### src/hw/rtl/emst_ram.sv
// Single-port-write, single-port-read synchronous memory with registered read data.
// Standalone; used for the point store and the component labels.
module emst_ram #(
  parameter int unsigned Width = 8,
  parameter int unsigned Depth = 64,
  parameter int unsigned AddrW = 6
) (
  input  logic             clk,
  input  logic             wr_en,
  input  logic [AddrW-1:0] wr_addr,
  input  logic [Width-1:0] wr_data,
  input  logic             rd_en,
  input  logic [AddrW-1:0] rd_addr,
  output logic [Width-1:0] rd_data
);
  logic [Width-1:0] mem [Depth];

  always_ff @(posedge clk) begin
    if (wr_en) begin
      mem[wr_addr] <= wr_data;
    end
  end

  always_ff @(posedge clk) begin
    if (rd_en) begin
      rd_data <= mem[rd_addr];
    end
  end
endmodule

### config.mk
export PLATFORM = sky130hd
export DESIGN_NAME = emst_ram
export DESIGN_NICKNAME = d
export VERILOG_FILES = /design/src/hw/rtl/emst_ram.sv
export SDC_FILE = /design/constraint.sdc
export NUM_CORES = 1
export LEC_CHECK = 0
export ABC_CLOCK_PERIOD_IN_PS = 4600
export BUFFER_PORTS_ARGS = -buffer_cell sky130_fd_sc_hd__buf_2
export CAP_MARGIN = 20
export CORE_UTILIZATION = 40
export DETAILED_ROUTE_END_ITERATION = 7
export GPL_ROUTABILITY_DRIVEN = 0
export MAX_ROUTING_LAYER = met4
export PLACE_DENSITY_LB_ADDON = 0.15
export SLEW_MARGIN = 20
export SYNTH_ARGS = -nofsm -noshare
export SYNTH_HDL_FRONTEND = slang
export SYNTH_SLANG_ARGS = --single-unit
### constraint.sdc
create_clock -name clk -period 4.6 [get_ports clk]
set_clock_uncertainty 0.2 [all_clocks]
set_input_delay 0.46 -clock clk [delete_from_list [all_inputs] [get_ports clk]]
set_output_delay 0.46 -clock clk [all_outputs]
set_load 0.005 [all_outputs]
Word-level counts from Yosys, hierarchy flattened:

Memory sizes are Yosys's and may differ from the RTL's. A register that Yosys moved wholly into a read port is not among the register bits.
Cells that the tools add are included.

* add/sub/neg operators: 0
* multiply operators: 0
* div/mod/pow operators: 0
* order comparisons: 0
* eq/ne operators: 0
* shift-type cells: 0
* multiplexer cells: 2
* bitwise operators: 0
* reduce and logical (&&, ||, !) cells: 0

Operators with widths (number)
* $mux W1: 2

* register bits after elaboration: 0
* latch bits: 0
* RAM bits: 512
* bits in read-only memories: 0
* bits of input ports: 23
* output and inout bits: 8
* logic and storage cells: 3
* memories kept: 1

Memory list
* mem: words 64, width 8, read ports 1, clocked after Yosys merged registers in 1, write ports 1, RTL line 16 `logic [Width-1:0] mem [Depth];`

Depth between registers and ports, before layout:

* word-level depth: 2
* depth in mapped cells: 9
* gate-level depth less buffers: 5

Least setup slack after synthesis:

OpenSTA, ideal clock, no wires.

* kind: input to register
* start: input port rd_addr[1]
* end: register rd_data[3], read port of mem, data pin
* setup time: 0.266 ns
* arrival time: 2.000 ns
* required time: 4.134 ns
* setup slack: 2.134 ns
* cell stages on the path: 7
* path buffers: 3
* cell sequence: buf_4 -> buf_2 -> buf_2 -> mux4_2 -> mux4_2 -> o21ai_1 -> o41ai_1

RTL lines
* start: declaration: RTL line 13 `input logic [AddrW-1:0] rd_addr,`
* end: declaration: RTL line 14 `output logic [Width-1:0] rd_data`

==> results.cfg <==
[final_layout]
drive_gt1_share_pct = 25.8
seqCellArea_um2 = 15600
final_cell_mix = 520 x edfxtp_1, 126 x mux4_2, 83 x nor2_1
fill_cells = 4291
areaGrowthSynthToFinish_pct = 12.9
multiInputGateArea_um2 = 4330
final_common_cell = edfxtp_1
layout.nets = 1016
final_area_um2 = 22900
final_util_pct = 45.7

[worst_setup_path]
cp-start-kind = input pin
end_kind = flip-flop
critical_path_arrival_ps = 2870
r2r_slack_ps = 2180
crit_start = rd_addr[1]
timing_worst_setup_path_type = in -> reg
reg2reg_depth = 5
critPathCapture = rd_data[6]$_DFFE_PP_
worst-path-max-fanout = 42
worstPathRequired_ps = 4730
r2r_end = rd_data[4]$_DFFE_PP_
r2r_start = mem[21][4]$_DFFE_PP_

[clocking]
clkTransAtPathRegs_ps = 60
cts_resized = 0
cts_tree = done
cts.sinks = 520
cts_made_buffers = 54
clock_latency_ps = 600
post_cts_buffers = 0
root_buffer = clkbuf_16
hold_buffers = 0
clock_path_buffers = 3
cts_max_level = 2

[synthesis]
synth_top_family_by_area = multiplexers
ys_seq_area_share_pct = 77.1
synth_mux_area_share_pct = 15.9
yosysWarnings = 0
synth_compound_area_share_pct = 2.06
synth_cell_type_count = 39
syn-num-nets = 963
synth-main-ff-cell = edfxtp_1
synth_edf_count = 520
ys_ff_latch = 520
yosys.area_share.simple_pct = 3.37
synth_area_um2 = 20200
syn_inst = 940
ys_async_sr_fraction_pct = 0
synthAdderAreaFrac_pct = 0
syn_area_per_cell_um2 = 21.5
synth-xor-area-share_pct = 0

[routing]
drt-total-wl_mm = 46.8
vias = 9505
dr.pass1.iters = 7
drt_iter0_markers = 970
via_per_inst = 5.55
route.detailed.drc = 0
drtAntennaViolNets = 0
routedWlPerCell_um = 27.3

[floorplanning]
die_y_um = 227
initial_core_util_pct = 40.4
dieArea_um2 = 51500
die_w_um = 227
row_count = 82
coreArea_um2 = 50100
pin_count = 31

[global_routing]
grt_max_degree = 65
grt_pass1_vias = 9689
grt_antenna_before_repair = 2
grtUsageTotal_pct = 19.4
grt_first_pass_wirelength_mm = 68.1
grt_overflow = 0

[sta]
report.final.slew_viol_count = 0
fmax_ghz = 0.365
hold_viol = 0
final.min_clock_period_ps = 2740
finalSetupTns_ps = 0
setup-violations-final = 0
max_slew_margin_pct = 28.4
rsz0062_at_grt = no
fin_crit_sh_pct = 59.6
worst_slew_pin_slew_ps = 1070

[min_path]
hp-class = in -> reg

[placed_design]
placed_cell_area_um2 = 21100
numPortBuffers = 30
dp_hpwl_mm = 28.3

[flow_run]
cap_viol_max_count = 0

[power]
p_per_area_nw_per_um2 = 437
p_total_mw = 9.99
peakVddDrop_uv = 253
leakage_nw = 7.04

[status]
status = complete, no violations
stage by stage:
stage | worst slack [ps] | hold WS (ps) | instances
floorplan | 2130 | 359 | 940
global placement | 1220 | 668 | 1607
detailed placement | 1180 | 665 | 1609
CTS | 1820 | 17.3 | 1711
global route | 1710 | 39.0 | 1713
finish | 1860 | 64.4 | 1713
final cells by class:
type | count | share of cell area, %
sequential | 520 | 68.3
multi-input combinational | 369 | 18.9
clock buffer | 68 | 6.14
tap | 672 | 3.68
timing repair buffer | 48 | 1.58
clock inverter | 34 | 1.34
antenna | 2 | 0.0219
worst min-delay path by stage:
stage / start / end / cells past startpoint
final: rd_en / rd_data[5]$_DFFE_PP_ / 1
after global routing: rd_en / rd_data[5]$_DFFE_PP_ / 1
after CTS: rd_en / rd_data[5]$_DFFE_PP_ / 1
after detailed placement: rd_data[0]$_DFFE_PP_ / rd_data[0] / 1
after global placement: rd_data[0]$_DFFE_PP_ / rd_data[0] / 1
after floorplan: wr_data[0] / mem[0][0]$_DFFE_PP_ / 0
synthesized netlist by cell type (3+ instances only):
cell type	instances	area share (%)
edfxtp_1	520	77
mux4_2	126	14
nor2_1	83	1.5
mux2i_1	23	1.1
nand2_1	19	0.35
clkbuf_1	17	0.32
nor2b_1	14	0.43
buf_4	13	0.48
mux2_2	13	0.72
nand3_1	13	0.32
buf_2	11	0.27
o221ai_1	8	0.35
o22ai_1	8	0.25
nand2b_1	7	0.22
nor3_1	7	0.17
a221oi_1	6	0.26
a211oi_1	4	0.15
buf_1	4	0.074
buf_6	4	0.22
a21oi_1	3	0.074
a22oi_1	3	0.11
nand3b_1	3	0.11
o2111ai_1	3	0.13
o2bb2ai_1	3	0.13
registers in the layout (all words and copies together), names as in the netlist:
signal   cells
mem        512
rd_data      8
critical path: stages:
cell	delay [ps]
buf_4	570
buf_4	570
mux4_2	440
mux4_2	530
nor2_1	130
o32ai_1	100
report_power, final:
group	switching, mW	internal (mW)	leakage, nW
Clock	1.80	2.44	0.837
Combinational	0.300	0.180	1.51
Sequential	0.0126	5.26	4.69
Total	2.11	7.88	7.04
metal layers:
metal  vias to the layer above  part of all wire (%)  global-route usage, %
li1                       4048                     -                      -
met4                         0                   2.8                   6.69
met5                         -                     0                      -
met1                      5112                    45                   27.1
met2                       263                    47                   29.2
met3                        82                   5.1                   3.12
logic make-up after synthesis:
family,Yosys count
simple gates,153
buf+inv,51
flops,520
mux,162
compound gates,54
Power figures use the tool's default switching activity.
