==> src/hw/rtl/emst_dist_pipe.sv <==
// Three-stage pair distance pipeline: absolute differences, squares, then a
// running minimum over (distance, first index, second index). Standalone.
module emst_dist_pipe #(
  parameter int unsigned CoordBits = 20,
  parameter int unsigned IdxW      = 6
) (
  input  logic                   clk,
  input  logic                   rst,
  input  logic                   clear,
  input  logic                   v_in,
  input  logic [CoordBits-1:0]   xi,
  input  logic [CoordBits-1:0]   yi,
  input  logic [IdxW-1:0]        li,
  input  logic [CoordBits-1:0]   xj,
  input  logic [CoordBits-1:0]   yj,
  input  logic [IdxW-1:0]        lj,
  input  logic [IdxW-1:0]        idx_i,
  input  logic [IdxW-1:0]        idx_j,
  output logic                   busy,
  output logic                   best_found,
  output logic [2*CoordBits:0]   best_d,
  output logic [IdxW-1:0]        best_i,
  output logic [IdxW-1:0]        best_j,
  output logic [IdxW-1:0]        best_li,
  output logic [IdxW-1:0]        best_lj
);
  localparam int unsigned DW = 2 * CoordBits + 1;

  logic                   va;
  logic [CoordBits-1:0]   dx;
  logic [CoordBits-1:0]   dy;
  logic [IdxW-1:0]        a_i, a_j, a_li, a_lj;
  logic                   vb;
  logic [2*CoordBits-1:0] sx;
  logic [2*CoordBits-1:0] sy;
  logic [IdxW-1:0]        b_i, b_j, b_li, b_lj;
  logic signed [CoordBits:0] diff_x, diff_y;
  logic [DW-1:0]          dsum;

  assign diff_x = $signed({xj[CoordBits-1], xj}) - $signed({xi[CoordBits-1], xi});
  assign diff_y = $signed({yj[CoordBits-1], yj}) - $signed({yi[CoordBits-1], yi});
  assign dsum   = DW'(sx) + DW'(sy);
  assign busy   = va | vb;

  always_ff @(posedge clk) begin
    if (rst) begin
      va <= 1'b0;
      vb <= 1'b0;
      best_found <= 1'b0;
    end else begin
      va <= v_in && (li != lj);
      vb <= va;
      if (clear) begin
        best_found <= 1'b0;
      end else if (vb && (!best_found || dsum < best_d)) begin
        best_found <= 1'b1;
      end
    end
  end

  always_ff @(posedge clk) begin
    dx   <= diff_x[CoordBits] ? CoordBits'(-diff_x) : CoordBits'(diff_x);
    dy   <= diff_y[CoordBits] ? CoordBits'(-diff_y) : CoordBits'(diff_y);
    a_i  <= idx_i;
    a_j  <= idx_j;
    a_li <= li;
    a_lj <= lj;
    sx   <= dx * dx;
    sy   <= dy * dy;
    b_i  <= a_i;
    b_j  <= a_j;
    b_li <= a_li;
    b_lj <= a_lj;
    if (vb && (!best_found || dsum < best_d) && !clear) begin
      best_d  <= dsum;
      best_i  <= b_i;
      best_j  <= b_j;
      best_li <= b_li;
      best_lj <= b_lj;
    end
  end

`ifndef ASSERT_OFF
  a_order: assert property (@(posedge clk) disable iff (rst)
    vb && !clear |-> b_i < b_j) else $error("pair indices out of order");
`endif
endmodule

==> config.mk <==
export PLATFORM = sky130hd
export DESIGN_NAME = emst_dist_pipe
export DESIGN_NICKNAME = d
export VERILOG_FILES = /design/src/hw/rtl/emst_dist_pipe.sv
export SDC_FILE = /design/constraint.sdc
export NUM_CORES = 2
export LEC_CHECK = 0
export BUFFER_PORTS_ARGS = -buffer_cell sky130_fd_sc_hd__buf_4
export CORE_AREA = 2 2 263 265
export DETAILED_ROUTE_END_ITERATION = 10
export DIE_AREA = 0 0 265 267
export GPL_ROUTABILITY_DRIVEN = 0
export PLACE_DENSITY_LB_ADDON = 0.05
export SYNTH_ARGS = -nofsm -noshare
export SYNTH_HDL_FRONTEND = slang
export SYNTH_SLANG_ARGS = --single-unit
==> constraint.sdc <==
create_clock -name clk -period 7.81 [get_ports clk]
set_clock_uncertainty 0.05 [all_clocks]
set_input_delay 0 -clock clk [delete_from_list [all_inputs] [get_ports clk]]
set_output_delay 0 -clock clk [all_outputs]
set_load 0.05 [all_outputs]
# Yosys cells after proc, flatten, opt, wreduce, memory -nomap -nowiden
# Cells that the tools add are included.
dict set report totals {
  register_bits 236
  inputBits 108
  output_inout_bits 67
}
dict set report op_classes {
  eq_ne 1
  reduce_logical 7
  n_lt_le_gt_ge 1
  mux 2
  addsub 5
  bitwise_logic 1
  n_mul 2
}
# operator n
set ops {}
lappend ops {{multiplier 20 x 20 -> 40 bit} 2}
lappend ops {{subtractor 20 x 20 -> 21 bit} 2}
lappend ops {{adder 40 x 40 -> 41 bit} 1}
lappend ops {{less-than comparator 41 bit} 1}
lappend ops {{2-to-1 mux 20 bit} 2}
lappend ops {{negator 20 bit} 2}
lappend ops {{inequality test 6 bit} 1}
lappend ops {{logical AND 1 bit} 3}
lappend ops {{logical NOT 1 bit} 2}
lappend ops {{OR reduction 2 bit} 1}
lappend ops {{logical OR 1 bit} 1}
lappend ops {{bitwise OR 1 bit} 1}

# Depth between registers and ports, before layout
dict set report logic_depth {
  ltp_word 5
  ltp_mapped 28
  depth_no_buf 26
}

# Worst setup path after synthesis
# Ideal clock, no wire load.
dict set report synth_timing {
  path_kind {reg-to-reg}
  start {register sx[15]}
  end {register best_d[0] (enable)}
  setup_slack_ps 0
  t_required_ps 7251
  stages_incl_launch_ff 23
  arrival_ps 7250
  path_buffers 0
  cell_sequence {dfxtp_1 > ha_1 > a2111oi_0 > o21ai_1 > a221o_1 > a221o_1 > nand4_1 > a31oi_1 > o211ai_1 > nand2_1 > a21oi_1 > xnor2_1 > ha_1 > a21o_1 > a21o_1 > a21o_1 > a21o_1 > a21o_1 > a21oi_1 > nor2b_1 > o21ai_0 > o2111ai_1 > a21oi_1}
}
dict set report synth_between {
  elab_chain_len 5
}
# element line_no
set synth_rtl {}
lappend synth_rtl {{start: declaration} 34} ;# logic [2*CoordBits-1:0] sx;
lappend synth_rtl {{start signal: assignment} 68} ;# sx <= dx * dx;
lappend synth_rtl {{adder 40 x 40 -> 41 bit} 42} ;# assign dsum = DW'(sx) + DW'(sy);
lappend synth_rtl {{via dsum[34]} 38} ;# logic [DW-1:0] dsum;
lappend synth_rtl {{less-than comparator 41 bit} 74} ;# if (vb && (!best_found || dsum < best_d) && !clear) begin
lappend synth_rtl {{logical OR 1 bit} 74}
lappend synth_rtl {{logical AND 1 bit (2 in series)} 74}
lappend synth_rtl {{end signal: assignment} 75} ;# best_d <= dsum;
lappend synth_rtl {{end: declaration} 21} ;# output logic [2*CoordBits:0] best_d,
# The timed path passes the listed nets, and every way through them passes these cells.
# A chain may end at the register's enable or synchronous reset.

# Final worst setup path
dict set report layout_timing {
  start {register dy[5]}
  end {register sy[39]}
}
dict set report layout_between {
  elab_chain_len 1
}
# element line_no
set layout_rtl {}
lappend layout_rtl {{start: declaration} 31} ;# logic [CoordBits-1:0] dy;
lappend layout_rtl {{start signal: assignment} 63} ;# dy <= diff_y[CoordBits] ? CoordBits'(-diff_y) : CoordBits'(diff_y);
lappend layout_rtl {{multiplier 20 x 20 -> 40 bit} 69} ;# sy <= dy * dy;
lappend layout_rtl {{end signal: assignment} 69}
lappend layout_rtl {{end: declaration} 35} ;# logic [2*CoordBits-1:0] sy;
# No other way between the ends.

==> run_results.csv <==
group,metric,value,unit
drt,highest_layer,"met4",
clock_network,cts-root-buf,"clkbuf_16",
floorplanning,num_rows,96,
floorplanning,io_pins,175,
layout,final_common_cell,"inv_1",
floorplanning,die_y,267,µm
worst_setup_path,crit_path_end_kind,"register",
clock_network,cts_buffer_depth,3,
status,status,"complete, no violations",
clock_network,h-tree-depth,1,
drt,met3_length,3.42,mm
drt,firstDrtPassIters,5,
layout,nets,4852,
logic_synthesis,synth-warning-count,0,
floorplanning,die-width,265,µm
drt,avgViaCountPerCell,5.16,
floorplanning,start_util,49.3,%
clock_network,post-cts-setup-buffer-count,0,
logic_synthesis,syn_nets,4591,
clock_network,cts_buffers,28,
worst_setup_path,crit_fanout,10,
clock_network,path_clk_slew,50,ps
placement,port_buffers,174,
drt,drt_wl_total,75.2,mm
layout,fill_cells,6130,
sta,finalHoldViolCount,0,
grt,grt_use_total,22.2,%
sta,post-route-min-period,7330,ps
drt,wl_met2,37.1,mm
placement,hpwl,63.2,mm
layout,area_growth_syn_to_layout,13.1,%
worst_setup_path,cp-start-kind,"register",
grt,grt_max_degree,55,
hold_path,holdCritPathClass,"in2reg",
floorplanning,dieArea,0.0708,mm²
drt,wirelength_met1,33.4,mm
logic_synthesis,post-synth-top-area-fraction,33.2,%
clock_network,clk_latency,600,ps
worst_setup_path,timing_worst_setup_path_type,"reg2reg",
sta,timing.fmax,0.137,GHz
sta,slew_headroom,43.5,%
layout,final_cell_mix,"inv_1 (793), fa_1 (557), ha_1 (425)",
drt,first_iter_violations,1188,
drt,vias,24100,
sta,slew_violations,0,
worst_setup_path,cp.arrival,7750,ps
logic_synthesis,syn_inst,3501,
layout,num_antenna_cells,0,
grt,antenna_found_initial,0,
logic_synthesis,synth_cell_types,76,
grt,grt_overflow,0,
logic_synthesis,ys_seq_area_share,15.9,%
clock_network,clock-sinks,234,
logic_synthesis,async_flop_share,0,%
logic_synthesis,synth-main-ff-cell,"dfxtp_1",
layout,drive_gt1_share,8.14,%
sta,worst-slew-pin-transition,843,ps
sta,finalCritPeriodShare,93.8,%
logic_synthesis,synth-seq-cells,234,
worst_setup_path,crit_required,8240,ps
drt,detail_route.wl_per_cell,16.1,µm
sta,finalSetupTns,0,ps
clock_network,tritoncts,"done",
flow_run,drv_cap,0,
drt,drc_errors,0,
grt,grt_first_pass_wirelength,127,mm
sta,rsz0062_at_grt,"no",
logic_synthesis,syn_area,0.0335,mm²
drt,postRouteAntennaNets,0,
logic_synthesis,synth_area_leader_cell,"fa_1",
grt,grt_pass1_vias,26200,
floorplanning,core_region_area,0.0680,mm²
logic_synthesis,synth_edf_count,65,
logic_synthesis,ys_top_cells_by_area,"fa_1 (33%), ha_1 (16%), dfxtp_1 (10%)",
logic_synthesis,syn_avg_cell_area,9.58,µm²
sta,setup_viol,0,
## registers in the layout, indices dropped and copies added (netlist names)
name / count
a_li: 6
va: 1
b_li: 6
b_i: 6
best_lj: 6
dx: 20
best_i: 6
a_i: 6
a_j: 6
best_d: 41
best_li: 6
a_lj: 6
sy: 39
best_j: 6
best_found: 1
sx: 39
vb: 1
b_j: 6
dy: 20
b_lj: 6
## worst paths after layout
check,start,endpoint,slack [ps],cells past startpoint
worst max-delay path,dy[5],sy[39],480,26
worst min-delay path,yi[17],dy[17],30,5
worst max register to register,dy[5],sy[39],480,26
worst min register to register,a_i[2],b_i[2],260,0
## metal layers
layer,vias up,global-route usage [%]
met1,12000,29.8
met5,-,0
met3,85,2.37
met4,0,4.29
met2,460,39.0
li1,11500,-
## cells by family (layout without fill, tap and decap cells)
logic type | Yosys count | after routing | synth area share, %
mux | 4 | 4 | 0.127
buf+inv | 882 | 1165 | 9.87
compound gates | 433 | 433 | 8.53
fa+ha+maj | 983 | 983 | 49.1
xor+xnor | 212 | 212 | 5.54
flops | 234 | 234 | 15.9
simple gates | 753 | 753 | 10.9
## through the flow
stage	cell area (µm²)	worst slack (ps)	instances	utilization, %	hold WS, ps
2_1_floorplan	33500	0.431	3501	-	-22.3
3_3_place_gp	36000	527	4521	53.0	56.0
3_5_place_dp	36000	453	4521	53.0	55.8
4_1_cts	37900	378	4666	55.8	1.02
5_1_grt	37900	38.3	4666	55.8	22.3
6_report	37900	485	4666	55.8	31.4
## layout make-up
type	instances	area (µm²)	area share (%)
inverters	793	2980	7.85
clock buffers	35	768	2.03
multi-input cells	2385	24900	65.7
repair buffers	320	2650	6.98
well taps	882	1100	2.91
clock inverters	17	189	0.498
flip-flops and latches	234	5340	14.1
## timing repair
action                                  in CTS  in global routing
gates resized for setup                      0                  3
hold buffers                                93                  0
endpoints found under the setup margin       0                  3
endpoints found under the hold margin       71                  0
## worst max-delay path: stages, from the launching register on
cell and delay [ps]:
dfxtp_1 600, buf_4 290, inv_1 110, fa_1 420
inv_1 80, fa_1 440, fa_1 440, fa_1 540
inv_1 50, fa_1 530, inv_1 50, fa_1 470
inv_1 50, fa_1 500, inv_1 50, ha_1 360
a21oi_1 80, o21ai_0 280, a21oi_1 110, nor2_1 90
a311oi_1 60, buf_4 190, o311ai_0 620, nand2_1 250
o211ai_1 260, a21oi_1 110, xnor2_1 120
## cells in the mapped netlist, types with 65 or more instances
cell type    n
xor2_1      66
a21o_1      78
xnor2_1    146
clkbuf_1    87
and2_1     145
nor2_1     118
fa_1       557
nand2_1    297
inv_1      793
ha_1       425
dfxtp_1    169
a21oi_1    123
edfxtp_1    65
Power is not shown: default switching activity piles up to over one toggle a cycle in this logic, so the estimate is an artifact.
